**config.mk**
```make
export PLATFORM = sky130hd
export DESIGN_NAME = fastcgi_record_deframer
export DESIGN_NICKNAME = d
export VERILOG_FILES = /design/src/hw/rtl/fcgi_pkg.sv /design/src/hw/rtl/fcgi_front.sv /design/src/hw/rtl/fcgi_queue.sv /design/src/hw/rtl/fcgi_back.sv /design/src/hw/rtl/fastcgi_record_deframer.sv
export SDC_FILE = /design/constraint.sdc
export NUM_CORES = 1
export LEC_CHECK = 0
export BUFFER_PORTS_ARGS = -buffer_cell sky130_fd_sc_hd__buf_4
export CAP_MARGIN = 10
export CORE_ASPECT_RATIO = 0.6
export CORE_MARGIN = 8
export CORE_UTILIZATION = 54
export CTS_CLUSTER_DIAMETER = 100
export CTS_CLUSTER_SIZE = 30
export DETAILED_ROUTE_END_ITERATION = 12
export PLACE_DENSITY = 0.72
export SLEW_MARGIN = 20
export SYNTH_ARGS = -nofsm -noshare
export SYNTH_HDL_FRONTEND = slang
export SYNTH_HIERARCHICAL = 1
export SYNTH_SLANG_ARGS = --single-unit
```
**constraint.sdc**
```tcl
create_clock -name clk -period 4.1 [get_ports clk]
set_input_delay 0.82 -clock clk [delete_from_list [all_inputs] [get_ports clk]]
set_output_delay 0.82 -clock clk [all_outputs]
set_load 0.02 [all_outputs]
```
**src/hw/rtl/fcgi_pkg.sv**
```systemverilog
// ----------------------------------------------------------------------------
// fcgi_pkg
// Types and constants shared by the FastCGI record deframer.
// ----------------------------------------------------------------------------
package fcgi_pkg;

	localparam int LEN_W       = 31;
	localparam int QUEUE_DEPTH = 2;
	localparam int OUT_DATA_W  = 112;
	localparam int OUT_USER_W  = 4;

	// Record types and BEGIN_REQUEST body codes.
	localparam logic [7:0]  TYPE_BEGIN     = 8'd1;
	localparam logic [7:0]  TYPE_PARAMS    = 8'd4;
	localparam logic [7:0]  TYPE_STDIN     = 8'd5;
	localparam logic [15:0] ROLE_RESPONDER = 16'd1;
	localparam logic [7:0]  FLAG_KEEP      = 8'd1;

	// Byte classes.
	localparam logic [1:0] CLS_HEADER  = 2'd0;
	localparam logic [1:0] CLS_CONTENT = 2'd1;
	localparam logic [1:0] CLS_PADDING = 2'd2;

	// Parameter byte parts.
	localparam logic [1:0] PART_NONE  = 2'd0;
	localparam logic [1:0] PART_LEN   = 2'd1;
	localparam logic [1:0] PART_NAME  = 2'd2;
	localparam logic [1:0] PART_VALUE = 2'd3;

	// A classified byte, passed from the framer to the pair decoder.
	typedef struct packed {
		logic [1:0]  cls;
		logic [7:0]  rec_type;
		logic [15:0] req_id;
		logic [15:0] content_len;
		logic        last;
		logic        is_param;
		logic        param_end;
		logic [7:0]  data;
		logic        keep;
		logic        done;
	} item_t;

	// One finished output beat.
	typedef struct packed {
		logic [1:0]       cls;
		logic [7:0]       rec_type;
		logic [15:0]      req_id;
		logic [15:0]      content_len;
		logic             last;
		logic [1:0]       part;
		logic [LEN_W-1:0] name_size;
		logic [LEN_W-1:0] value_size;
		logic             pair_end;
		logic             keep;
		logic             done;
		logic             error;
	} result_t;

endpackage

```
**src/hw/rtl/fcgi_front.sv**
```systemverilog
// ----------------------------------------------------------------------------
// fcgi_front
// Record framer: parses the 8-byte header and classifies every byte.
// ----------------------------------------------------------------------------
module fcgi_front (
	input  logic          clk,
	input  logic          arst_n,
	input  logic          take,
	input  logic [7:0]    in_byte,
	output fcgi_pkg::item_t item
);
	import fcgi_pkg::*;

	typedef enum logic [1:0] {
		PH_HEADER,
		PH_CONTENT,
		PH_PADDING
	} phase_t;

	phase_t      phase_q, phase_n;
	logic [2:0]  hidx_q, hidx_n;
	logic [7:0]  type_q, type_n;
	logic [15:0] id_q, id_n;
	logic [15:0] len_q, len_n;
	logic [7:0]  pad_q, pad_n;
	logic [15:0] left_q, left_n;
	logic [1:0]  body_q, body_n;
	logic [15:0] role_q, role_n;
	logic        keep_q, keep_n;
	logic        done_q, done_n;
	logic [1:0]  cls;
	logic        last, is_param, param_end;

	always_comb begin
		phase_n   = phase_q;
		hidx_n    = hidx_q;
		type_n    = type_q;
		id_n      = id_q;
		len_n     = len_q;
		pad_n     = pad_q;
		left_n    = left_q;
		body_n    = body_q;
		role_n    = role_q;
		keep_n    = keep_q;
		done_n    = done_q;
		cls       = CLS_HEADER;
		last      = 1'b0;
		is_param  = 1'b0;
		param_end = 1'b0;
		unique case (phase_q)
			PH_CONTENT: begin
				cls = CLS_CONTENT;
				if (type_q == TYPE_BEGIN) begin
					if (body_q < 2'd2) begin
						role_n = {role_q[7:0], in_byte};
					end else if (body_q == 2'd2 && role_q == ROLE_RESPONDER) begin
						keep_n = (in_byte == FLAG_KEEP);
					end
				end
				is_param = (type_q == TYPE_PARAMS);
				// The body index only matters up to the flags byte.
				if (body_q != 2'd3) begin
					body_n = body_q + 2'd1;
				end
				left_n = left_q - 16'd1;
				if (left_n == 16'd0) begin
					if (pad_q != 8'd0) begin
						phase_n = PH_PADDING;
						left_n  = {8'd0, pad_q};
					end else begin
						phase_n = PH_HEADER;
						hidx_n  = 3'd0;
						last    = 1'b1;
					end
				end
			end
			PH_PADDING: begin
				cls    = CLS_PADDING;
				left_n = left_q - 16'd1;
				if (left_n == 16'd0) begin
					phase_n = PH_HEADER;
					hidx_n  = 3'd0;
					last    = 1'b1;
				end
			end
			default: begin
				cls = CLS_HEADER;
				unique case (hidx_q)
					3'd1:       type_n = in_byte;
					3'd2, 3'd3: id_n   = {id_q[7:0], in_byte};
					3'd4, 3'd5: len_n  = {len_q[7:0], in_byte};
					3'd6:       pad_n  = in_byte;
					default:    ;
				endcase
				if (hidx_q == 3'd7) begin
					hidx_n = 3'd0;
					body_n = 2'd0;
					role_n = 16'd0;
					if (len_n == 16'd0) begin
						if (type_n == TYPE_PARAMS) begin
							param_end = 1'b1;
						end else if (type_n == TYPE_STDIN) begin
							done_n = 1'b1;
						end
					end
					if (len_n != 16'd0) begin
						phase_n = PH_CONTENT;
						left_n  = len_n;
					end else if (pad_n != 8'd0) begin
						phase_n = PH_PADDING;
						left_n  = {8'd0, pad_n};
					end else begin
						last = 1'b1;
					end
				end else begin
					hidx_n = hidx_q + 3'd1;
				end
			end
		endcase
	end

	always_comb begin
		item.cls         = cls;
		item.rec_type    = type_n;
		item.req_id      = id_n;
		item.content_len = len_n;
		item.last        = last;
		item.is_param    = is_param;
		item.param_end   = param_end;
		item.data        = in_byte;
		item.keep        = keep_n;
		item.done        = done_n;
	end

	always_ff @(posedge clk or negedge arst_n) begin
		if (!arst_n) begin
			phase_q <= PH_HEADER;
			hidx_q  <= 3'd0;
			type_q  <= 8'd0;
			id_q    <= 16'd0;
			len_q   <= 16'd0;
			pad_q   <= 8'd0;
			left_q  <= 16'd0;
			body_q  <= 2'd0;
			role_q  <= 16'd0;
			keep_q  <= 1'b0;
			done_q  <= 1'b0;
		end else if (take) begin
			phase_q <= phase_n;
			hidx_q  <= hidx_n;
			type_q  <= type_n;
			id_q    <= id_n;
			len_q   <= len_n;
			pad_q   <= pad_n;
			left_q  <= left_n;
			body_q  <= body_n;
			role_q  <= role_n;
			keep_q  <= keep_n;
			done_q  <= done_n;
		end
	end

endmodule

```
**src/hw/rtl/fcgi_queue.sv**
```systemverilog
// ----------------------------------------------------------------------------
// fcgi_queue
// Short first-in first-out queue of classified bytes.
// ----------------------------------------------------------------------------
module fcgi_queue #(
	parameter int DEPTH = fcgi_pkg::QUEUE_DEPTH
) (
	input  logic            clk,
	input  logic            arst_n,
	input  logic            push,
	input  fcgi_pkg::item_t push_item,
	output logic            full,
	output logic            valid,
	output fcgi_pkg::item_t head,
	input  logic            pop
);
	import fcgi_pkg::*;

	localparam int PTR_W = (DEPTH > 1) ? $clog2(DEPTH) : 1;
	localparam int CNT_W = $clog2(DEPTH + 1);
	localparam logic [PTR_W-1:0] LAST_PTR = PTR_W'(DEPTH - 1);

	item_t            mem_q [DEPTH];
	logic [PTR_W-1:0] wptr_q, rptr_q;
	logic [CNT_W-1:0] count_q;

	assign full  = (count_q == CNT_W'(DEPTH));
	assign valid = (count_q != '0);
	assign head  = mem_q[rptr_q];

	always_ff @(posedge clk) begin
		if (push) begin
			mem_q[wptr_q] <= push_item;
		end
	end

	always_ff @(posedge clk or negedge arst_n) begin
		if (!arst_n) begin
			wptr_q  <= '0;
			rptr_q  <= '0;
			count_q <= '0;
		end else begin
			if (push) begin
				wptr_q <= (wptr_q == LAST_PTR) ? '0 : wptr_q + PTR_W'(1);
			end
			if (pop) begin
				rptr_q <= (rptr_q == LAST_PTR) ? '0 : rptr_q + PTR_W'(1);
			end
			if (push && !pop) begin
				count_q <= count_q + CNT_W'(1);
			end else if (pop && !push) begin
				count_q <= count_q - CNT_W'(1);
			end
		end
	end

endmodule

```
**src/hw/rtl/fcgi_back.sv**
```systemverilog
// ----------------------------------------------------------------------------
// fcgi_back
// Name-value pair decoder for PARAMS content, with the output register.
// ----------------------------------------------------------------------------
module fcgi_back (
	input  logic              clk,
	input  logic              arst_n,
	input  logic              item_valid,
	input  fcgi_pkg::item_t   item,
	output logic              pop,
	output logic              res_valid,
	output fcgi_pkg::result_t res,
	input  logic              res_ready
);
	import fcgi_pkg::*;

	typedef enum logic [2:0] {
		PP_NAME_LEN0,
		PP_NAME_LENX,
		PP_VAL_LEN0,
		PP_VAL_LENX,
		PP_NAME,
		PP_VALUE
	} pair_phase_t;

	pair_phase_t      phase_q, phase_n;
	logic [1:0]       lbytes_q, lbytes_n;
	logic [LEN_W-1:0] acc_q, acc_n;
	logic [LEN_W-1:0] nlen_q, nlen_n;
	logic [LEN_W-1:0] vlen_q, vlen_n;
	logic [LEN_W-1:0] left_q, left_n;
	logic             err_q, err_n;
	logic             len_done;
	logic [LEN_W-1:0] len_val;
	logic [1:0]       part;
	logic             pend;
	logic             out_valid_q;
	result_t          out_q;

	assign pop       = item_valid && (!out_valid_q || res_ready);
	assign res_valid = out_valid_q;
	assign res       = out_q;

	always_comb begin
		phase_n  = phase_q;
		lbytes_n = lbytes_q;
		acc_n    = acc_q;
		nlen_n   = nlen_q;
		vlen_n   = vlen_q;
		left_n   = left_q;
		err_n    = err_q;
		len_done = 1'b0;
		len_val  = '0;
		part     = PART_NONE;
		pend     = 1'b0;
		if (item.param_end) begin
			// An empty PARAMS record closes the stream; any open pair is an error.
			if (phase_q != PP_NAME_LEN0) begin
				err_n = 1'b1;
			end
			phase_n  = PP_NAME_LEN0;
			lbytes_n = 2'd0;
			acc_n    = '0;
			left_n   = '0;
		end else if (item.is_param) begin
			unique case (phase_q)
				PP_NAME_LEN0, PP_VAL_LEN0: begin
					part = PART_LEN;
					if (phase_q == PP_NAME_LEN0) begin
						nlen_n = '0;
						vlen_n = '0;
					end
					if (item.data[7]) begin
						acc_n    = {{(LEN_W-7){1'b0}}, item.data[6:0]};
						lbytes_n = 2'd1;
						phase_n  = (phase_q == PP_NAME_LEN0) ? PP_NAME_LENX : PP_VAL_LENX;
					end else begin
						len_done = 1'b1;
						len_val  = {{(LEN_W-8){1'b0}}, item.data};
					end
				end
				PP_NAME_LENX, PP_VAL_LENX: begin
					part     = PART_LEN;
					acc_n    = {acc_q[LEN_W-9:0], item.data};
					lbytes_n = lbytes_q + 2'd1;
					if (lbytes_n == 2'd0) begin
						len_done = 1'b1;
						len_val  = acc_n;
					end
				end
				PP_NAME: begin
					part   = PART_NAME;
					left_n = left_q - LEN_W'(1);
					if (left_n == '0) begin
						if (vlen_q != '0) begin
							left_n  = vlen_q;
							phase_n = PP_VALUE;
						end else begin
							phase_n = PP_NAME_LEN0;
							pend    = 1'b1;
						end
					end
				end
				default: begin
					part   = PART_VALUE;
					left_n = left_q - LEN_W'(1);
					if (left_n == '0) begin
						phase_n = PP_NAME_LEN0;
						pend    = 1'b1;
					end
				end
			endcase
			if (len_done) begin
				if (phase_q == PP_NAME_LEN0 || phase_q == PP_NAME_LENX) begin
					nlen_n  = len_val;
					phase_n = PP_VAL_LEN0;
				end else begin
					vlen_n = len_val;
					if (nlen_q != '0) begin
						left_n  = nlen_q;
						phase_n = PP_NAME;
					end else if (len_val != '0) begin
						left_n  = len_val;
						phase_n = PP_VALUE;
					end else begin
						phase_n = PP_NAME_LEN0;
						pend    = 1'b1;
					end
				end
			end
		end
	end

	always_ff @(posedge clk or negedge arst_n) begin
		if (!arst_n) begin
			phase_q     <= PP_NAME_LEN0;
			lbytes_q    <= 2'd0;
			acc_q       <= '0;
			nlen_q      <= '0;
			vlen_q      <= '0;
			left_q      <= '0;
			err_q       <= 1'b0;
			out_valid_q <= 1'b0;
			out_q       <= '0;
		end else begin
			if (pop) begin
				phase_q               <= phase_n;
				lbytes_q              <= lbytes_n;
				acc_q                 <= acc_n;
				nlen_q                <= nlen_n;
				vlen_q                <= vlen_n;
				left_q                <= left_n;
				err_q                 <= err_n;
				out_valid_q           <= 1'b1;
				out_q.cls             <= item.cls;
				out_q.rec_type        <= item.rec_type;
				out_q.req_id          <= item.req_id;
				out_q.content_len     <= item.content_len;
				out_q.last            <= item.last;
				out_q.part            <= part;
				out_q.name_size       <= nlen_n;
				out_q.value_size      <= vlen_n;
				out_q.pair_end        <= pend;
				out_q.keep            <= item.keep;
				out_q.done            <= item.done;
				out_q.error           <= err_n;
			end else if (res_ready) begin
				out_valid_q <= 1'b0;
			end
		end
	end

endmodule

```
**src/hw/rtl/fastcgi_record_deframer.sv**
```systemverilog
// ----------------------------------------------------------------------------
// fastcgi_record_deframer: FastCGI request stream tagger and pair decoder.
// A byte accepted is written into the queue, then into the output register,
// and is shown as a result beat from there. Throughput: one byte per cycle while the
// receiver takes beats. Reset: asynchronous, active low, back to the start of a header.
// ----------------------------------------------------------------------------
module fastcgi_record_deframer #(
	parameter int QUEUE_DEPTH = fcgi_pkg::QUEUE_DEPTH
) (
	input  logic                            clk,
	input  logic                            arst_n,
	// Input byte stream.
	input  logic                            s_axis_tvalid,
	output logic                            s_axis_tready,
	input  logic [7:0]                      s_axis_tdata,  // [7:0] in_byte
	// Tagged result stream.
	output logic                            m_axis_tvalid,
	input  logic                            m_axis_tready,
	// [7:0] record_type, [23:8] request_id, [39:24] content_length,
	// [70:40] name_length, [101:71] value_length, [102] pair_end,
	// [103] keep_connection, [104] request_complete, [105] params_error,
	// [111:106] zero.
	output logic [fcgi_pkg::OUT_DATA_W-1:0] m_axis_tdata,
	// [1:0] byte_class, [3:2] param_part.
	output logic [fcgi_pkg::OUT_USER_W-1:0] m_axis_tuser,
	output logic                            m_axis_tlast   // last_of_record
);
	import fcgi_pkg::*;

	// The front end (framer) classifies each beat as it arrives and keeps
	// the record header fields; the back end (pair decoder) walks the PARAMS
	// content and owns the output register. The queue between them lets the
	// framer keep taking beats while a result beat waits downstream.
	logic    take;
	logic    q_full, q_valid, q_pop;
	item_t   front_item, q_head;
	logic    res_valid;
	result_t res;

	assign s_axis_tready = !q_full;
	assign take          = s_axis_tvalid && s_axis_tready;

	fcgi_front u_front (
		.clk     (clk),
		.arst_n  (arst_n),
		.take    (take),
		.in_byte (s_axis_tdata),
		.item    (front_item)
	);

	fcgi_queue #(
		.DEPTH (QUEUE_DEPTH)
	) u_queue (
		.clk       (clk),
		.arst_n    (arst_n),
		.push      (take),
		.push_item (front_item),
		.full      (q_full),
		.valid     (q_valid),
		.head      (q_head),
		.pop       (q_pop)
	);

	fcgi_back u_back (
		.clk        (clk),
		.arst_n     (arst_n),
		.item_valid (q_valid),
		.item       (q_head),
		.pop        (q_pop),
		.res_valid  (res_valid),
		.res        (res),
		.res_ready  (m_axis_tready)
	);

	// Pack the result beat onto the output stream.
	assign m_axis_tvalid = res_valid;
	assign m_axis_tlast  = res.last;
	assign m_axis_tuser  = {res.part, res.cls};
	assign m_axis_tdata  = {6'd0, res.error, res.done, res.keep, res.pair_end,
		res.value_size, res.name_size, res.content_len, res.req_id, res.rec_type};

endmodule

```
==> results by group <==
Floorplanning
  • Die ar.: 41,400 sq um
  • Core area: 34,700 sq um
  • Site row count: 53
  • Die X: 257 um
  • I/O Pins: 131
  • Initial core utilization: 54.4%
  • Die span in y: 161 um

Final layout
  • Layout Cells excl Fill: 2,313
  • Commonest non-fill, non-tap cell in the layout: nand2_1
  • Most frequent cells in the layout: 275 x nand2_1, 263 x dfrtp_1, 172 x buf_4
  • Share of layout cells above drive strength 1: 20.7%
  • Layout Utilization: 59.8%
  • Fill count: 2,892
  • Layout Nets: 1,862
  • Area grow syn2layout: 9.88%

Drt
  • DR DRC count: 0
  • DR pass1 iterations: 7
  • Via count: 15,100
  • Avg WL per Cell: 25.4 um
  • DRT iter0 DRCs: 2,100
  • Final Routed Wirelength: 58,700 um
  • Antenna viol nets, final: 0
  • Vias/cell: 6.53

Synthesis
  • Mux contribution to synthesized area: 9.84%
  • Yosys warnings: 6
  • Syn Area/Cell: 10.6 sq um
  • Area share of fa/ha/maj cells after synthesis: 0.929%
  • FF+latch count, synth: 374
  • Combinational family with the most area after synthesis: simple AND/OR/NAND/NOR gates
  • Mapped cell area: 18,900 sq um
  • Sequential area share after synthesis: 52.5%
  • Synth Area in XOR/XNOR: 1.16%
  • Post-synth EDFFs: 110
  • Primary FF master, synth: dfrtp_1
  • Post-Synth Simple-Gate Area: 15.8%
  • Synth cell types: 87
  • Number of cells produced by synthesis: 1,775
  • FFs w/ async S/R, synth: 70.6%
  • Synth Area in Compound Gates: 15.2%

Power
  • Final Power: 18.0 mW
  • Worst vdd ir: 455 uV
  • P_leak: 8.93 nW
  • P per Cell Area: 869 nW/um^2

Placed design
  • Port bufs: 124
  • Post-DP HPWL: 41,600 um
  • Routability cong.: 1.03
  • Post-Place Cells: 2,285

Setup path
  • Critical Setup Path Class: flip-flop to flip-flop
  • Crit path required time: 4570 ps
  • CP endpoint kind: flip-flop
  • Arrival time at the worst endpoint: 4420 ps
  • Max FO, Critical Path: 13
  • R2R cell count: 9
  • Worst setup SP type: flip-flop
  • Worst R2R Setup Slack: 150 ps

Min path
  • Hold crit path type: input pin to async pin

CTS
  • Worst-skew pair later-pin latency: 550 ps
  • CTS clk-pin slew, worst paths: 110 ps
  • Clock sink count: 374
  • H-tree lvl count: 1
  • CTS tree: yes
  • TritonCTS Buffers: 16
  • Clock Path Buffers: 3
  • Root Buffer: clkbuf_16
  • Resized cells post-CTS: 0
  • Hold bufs inserted after CTS: 0
  • Setup Fix Bufs, Post-CTS: 0

STA
  • Final min period: 3950 ps
  • Max Freq: 253 MHz
  • Final Hold Vio Count: 0
  • Worst Max-Slew Pin Slew: 1010 ps
  • Final Hold Slack: 259 ps
  • Slew Limit Fails: 0
  • Slew margin rel.: 31.8%
  • Clk_skew: 23.3 ps
  • RSZ-0062 raised after global routing: no
  • Setup TNS: 0 ps
  • Period utilization: 96.3%
  • Setup-failing EPs final: 0

GRT
  • Largest net degree at the start of global routing: 89
  • First-pass GRT wire length: 90,100 um
  • GRT overflow: 0
  • Number of global-route vias before repair: 14,300
  • Gr usage total: 27.7%
  • Initial antenna violation count: 3

Job
  • Max cap viols: 0

Outcome
  • Outcome: completed
==> cells in the mapped netlist, types with 8 or more instances <==
cell type / n / share of area [%]
nand2_1: 276 / 5.5
edfxtp_1: 110 / 18
clkbuf_1: 95 / 1.9
ha_1: 14 / 0.93
nor4_1: 46 / 1.5
a32o_1: 49 / 2.6
buf_2: 9 / 0.24
o2bb2ai_1: 15 / 0.70
nor2_1: 97 / 1.9
nand4_1: 16 / 0.53
a22o_1: 26 / 1.2
xnor2_1: 10 / 0.46
o221ai_1: 8 / 0.37
a211oi_1: 15 / 0.60
or2_2: 8 / 0.27
nand2b_1: 17 / 0.56
o22ai_1: 15 / 0.50
buf_4: 23 / 0.92
nor3b_1: 9 / 0.36
mux2i_1: 13 / 0.69
mux2_2: 100 / 6.0
o31ai_1: 15 / 0.60
nand3_1: 44 / 1.2
or4_1: 10 / 0.40
or3_1: 15 / 0.50
buf_6: 8 / 0.48
o21ai_0: 101 / 2.7
a31oi_1: 33 / 1.1
dfrtp_1: 264 / 35
nor2b_1: 14 / 0.46
inv_1: 44 / 0.88
xor2_1: 15 / 0.70
nor3_1: 31 / 0.82
a21oi_1: 48 / 1.3
mux2_4: 40 / 3.2
==> per-stage QoR <==
stage | cell area (sq um) | setup slack, ps
after floorplan | 18900 | 38.1
after global placement | 20200 | 360
after detailed placement | 20200 | 278
after CTS | 20700 | 245
after global routing | 20700 | 11.7
final | 20700 | 151
==> critical path, stage by stage (launching register included) <==
cell and delay, ps:
dfrtp_1 480, or4_4 580, or4_4 600, nor4_4 320, o211ai_2 150, nor4_2 560, and4_1 630, buf_4 280
a211oi_1 90, o2bb2ai_1 160
==> sequential cells by signal (all words and copies together), names as in the netlist, 2 cells and up <==
register,flops
u_front/body_q,2
u_front/pad_q,8
u_front/len_q,16
u_back/phase_q,3
u_back/res,111
u_front/left_q,16
u_front/phase_q,2
u_front/hidx_q,3
u_back/acc_q,23
u_back/lbytes_q,2
u_front/id_q,16
u_queue/count_q,2
u_queue/mem_q,110
u_front/type_q,8
u_front/role_q,16
u_back/left_q,31
==> layer usage <==
layer / part of all wire [%] / global-route usage (%) / wire length, um
met1: 47 / 43.5 / 27500
met2: 38 / 34.7 / 22300
met3: 13 / 11.2 / 7830
met4: 1.6 / 4.67 / 930
met5: 0.25 / 2.77 / 149
==> power breakdown <==
part	switching (mW)	leakage, nW	internal, mW
combinational	6.19	4.20	3.62
clock	1.20	0.233	0.798
sequential	1.09	4.50	5.12
total	8.48	8.93	9.54
==> final cells by class <==
cell class                      instances  area (sq um)  share of cell area, %
Antenna cell                            1          2.50                 0.0121
Clock buffer                           25           455                   2.20
Clock inverter                          2          32.5                  0.157
Inverter                               45           169                  0.815
Multi-Input combinational cell       1221          8160                   39.4
Sequential cell                       374          9910                   47.8
Tap cell                              467           584                   2.82
Timing Repair Buffer                  178          1410                   6.79
==> cell families (layout without fill, tap and decap cells) <==
family,after synthesis,after routing
DFF,374,374
other,1,7
buffers and inverters,185,250
xor gates and xnor gates,25,25
muxes,153,153
adders and majority gates,14,14
AOI/OAI and AO/OA,402,402
and+or+nand+nor,621,621
==> worst paths after layout <==
check	from	end
setup / recovery	u_back/left_q[9]	u_back/left_q[19]
hold / removal	arst_n	u_back/res[85]
setup reg to reg	u_back/left_q[9]	u_back/left_q[19]
hold reg to reg	u_queue/count_q[1]	u_queue/count_q[1]
max in group asynchronous	arst_n	u_back/left_q[15]
min in group clk	u_queue/count_q[1]	u_queue/count_q[1]
(Power assumes the default switching activity.)
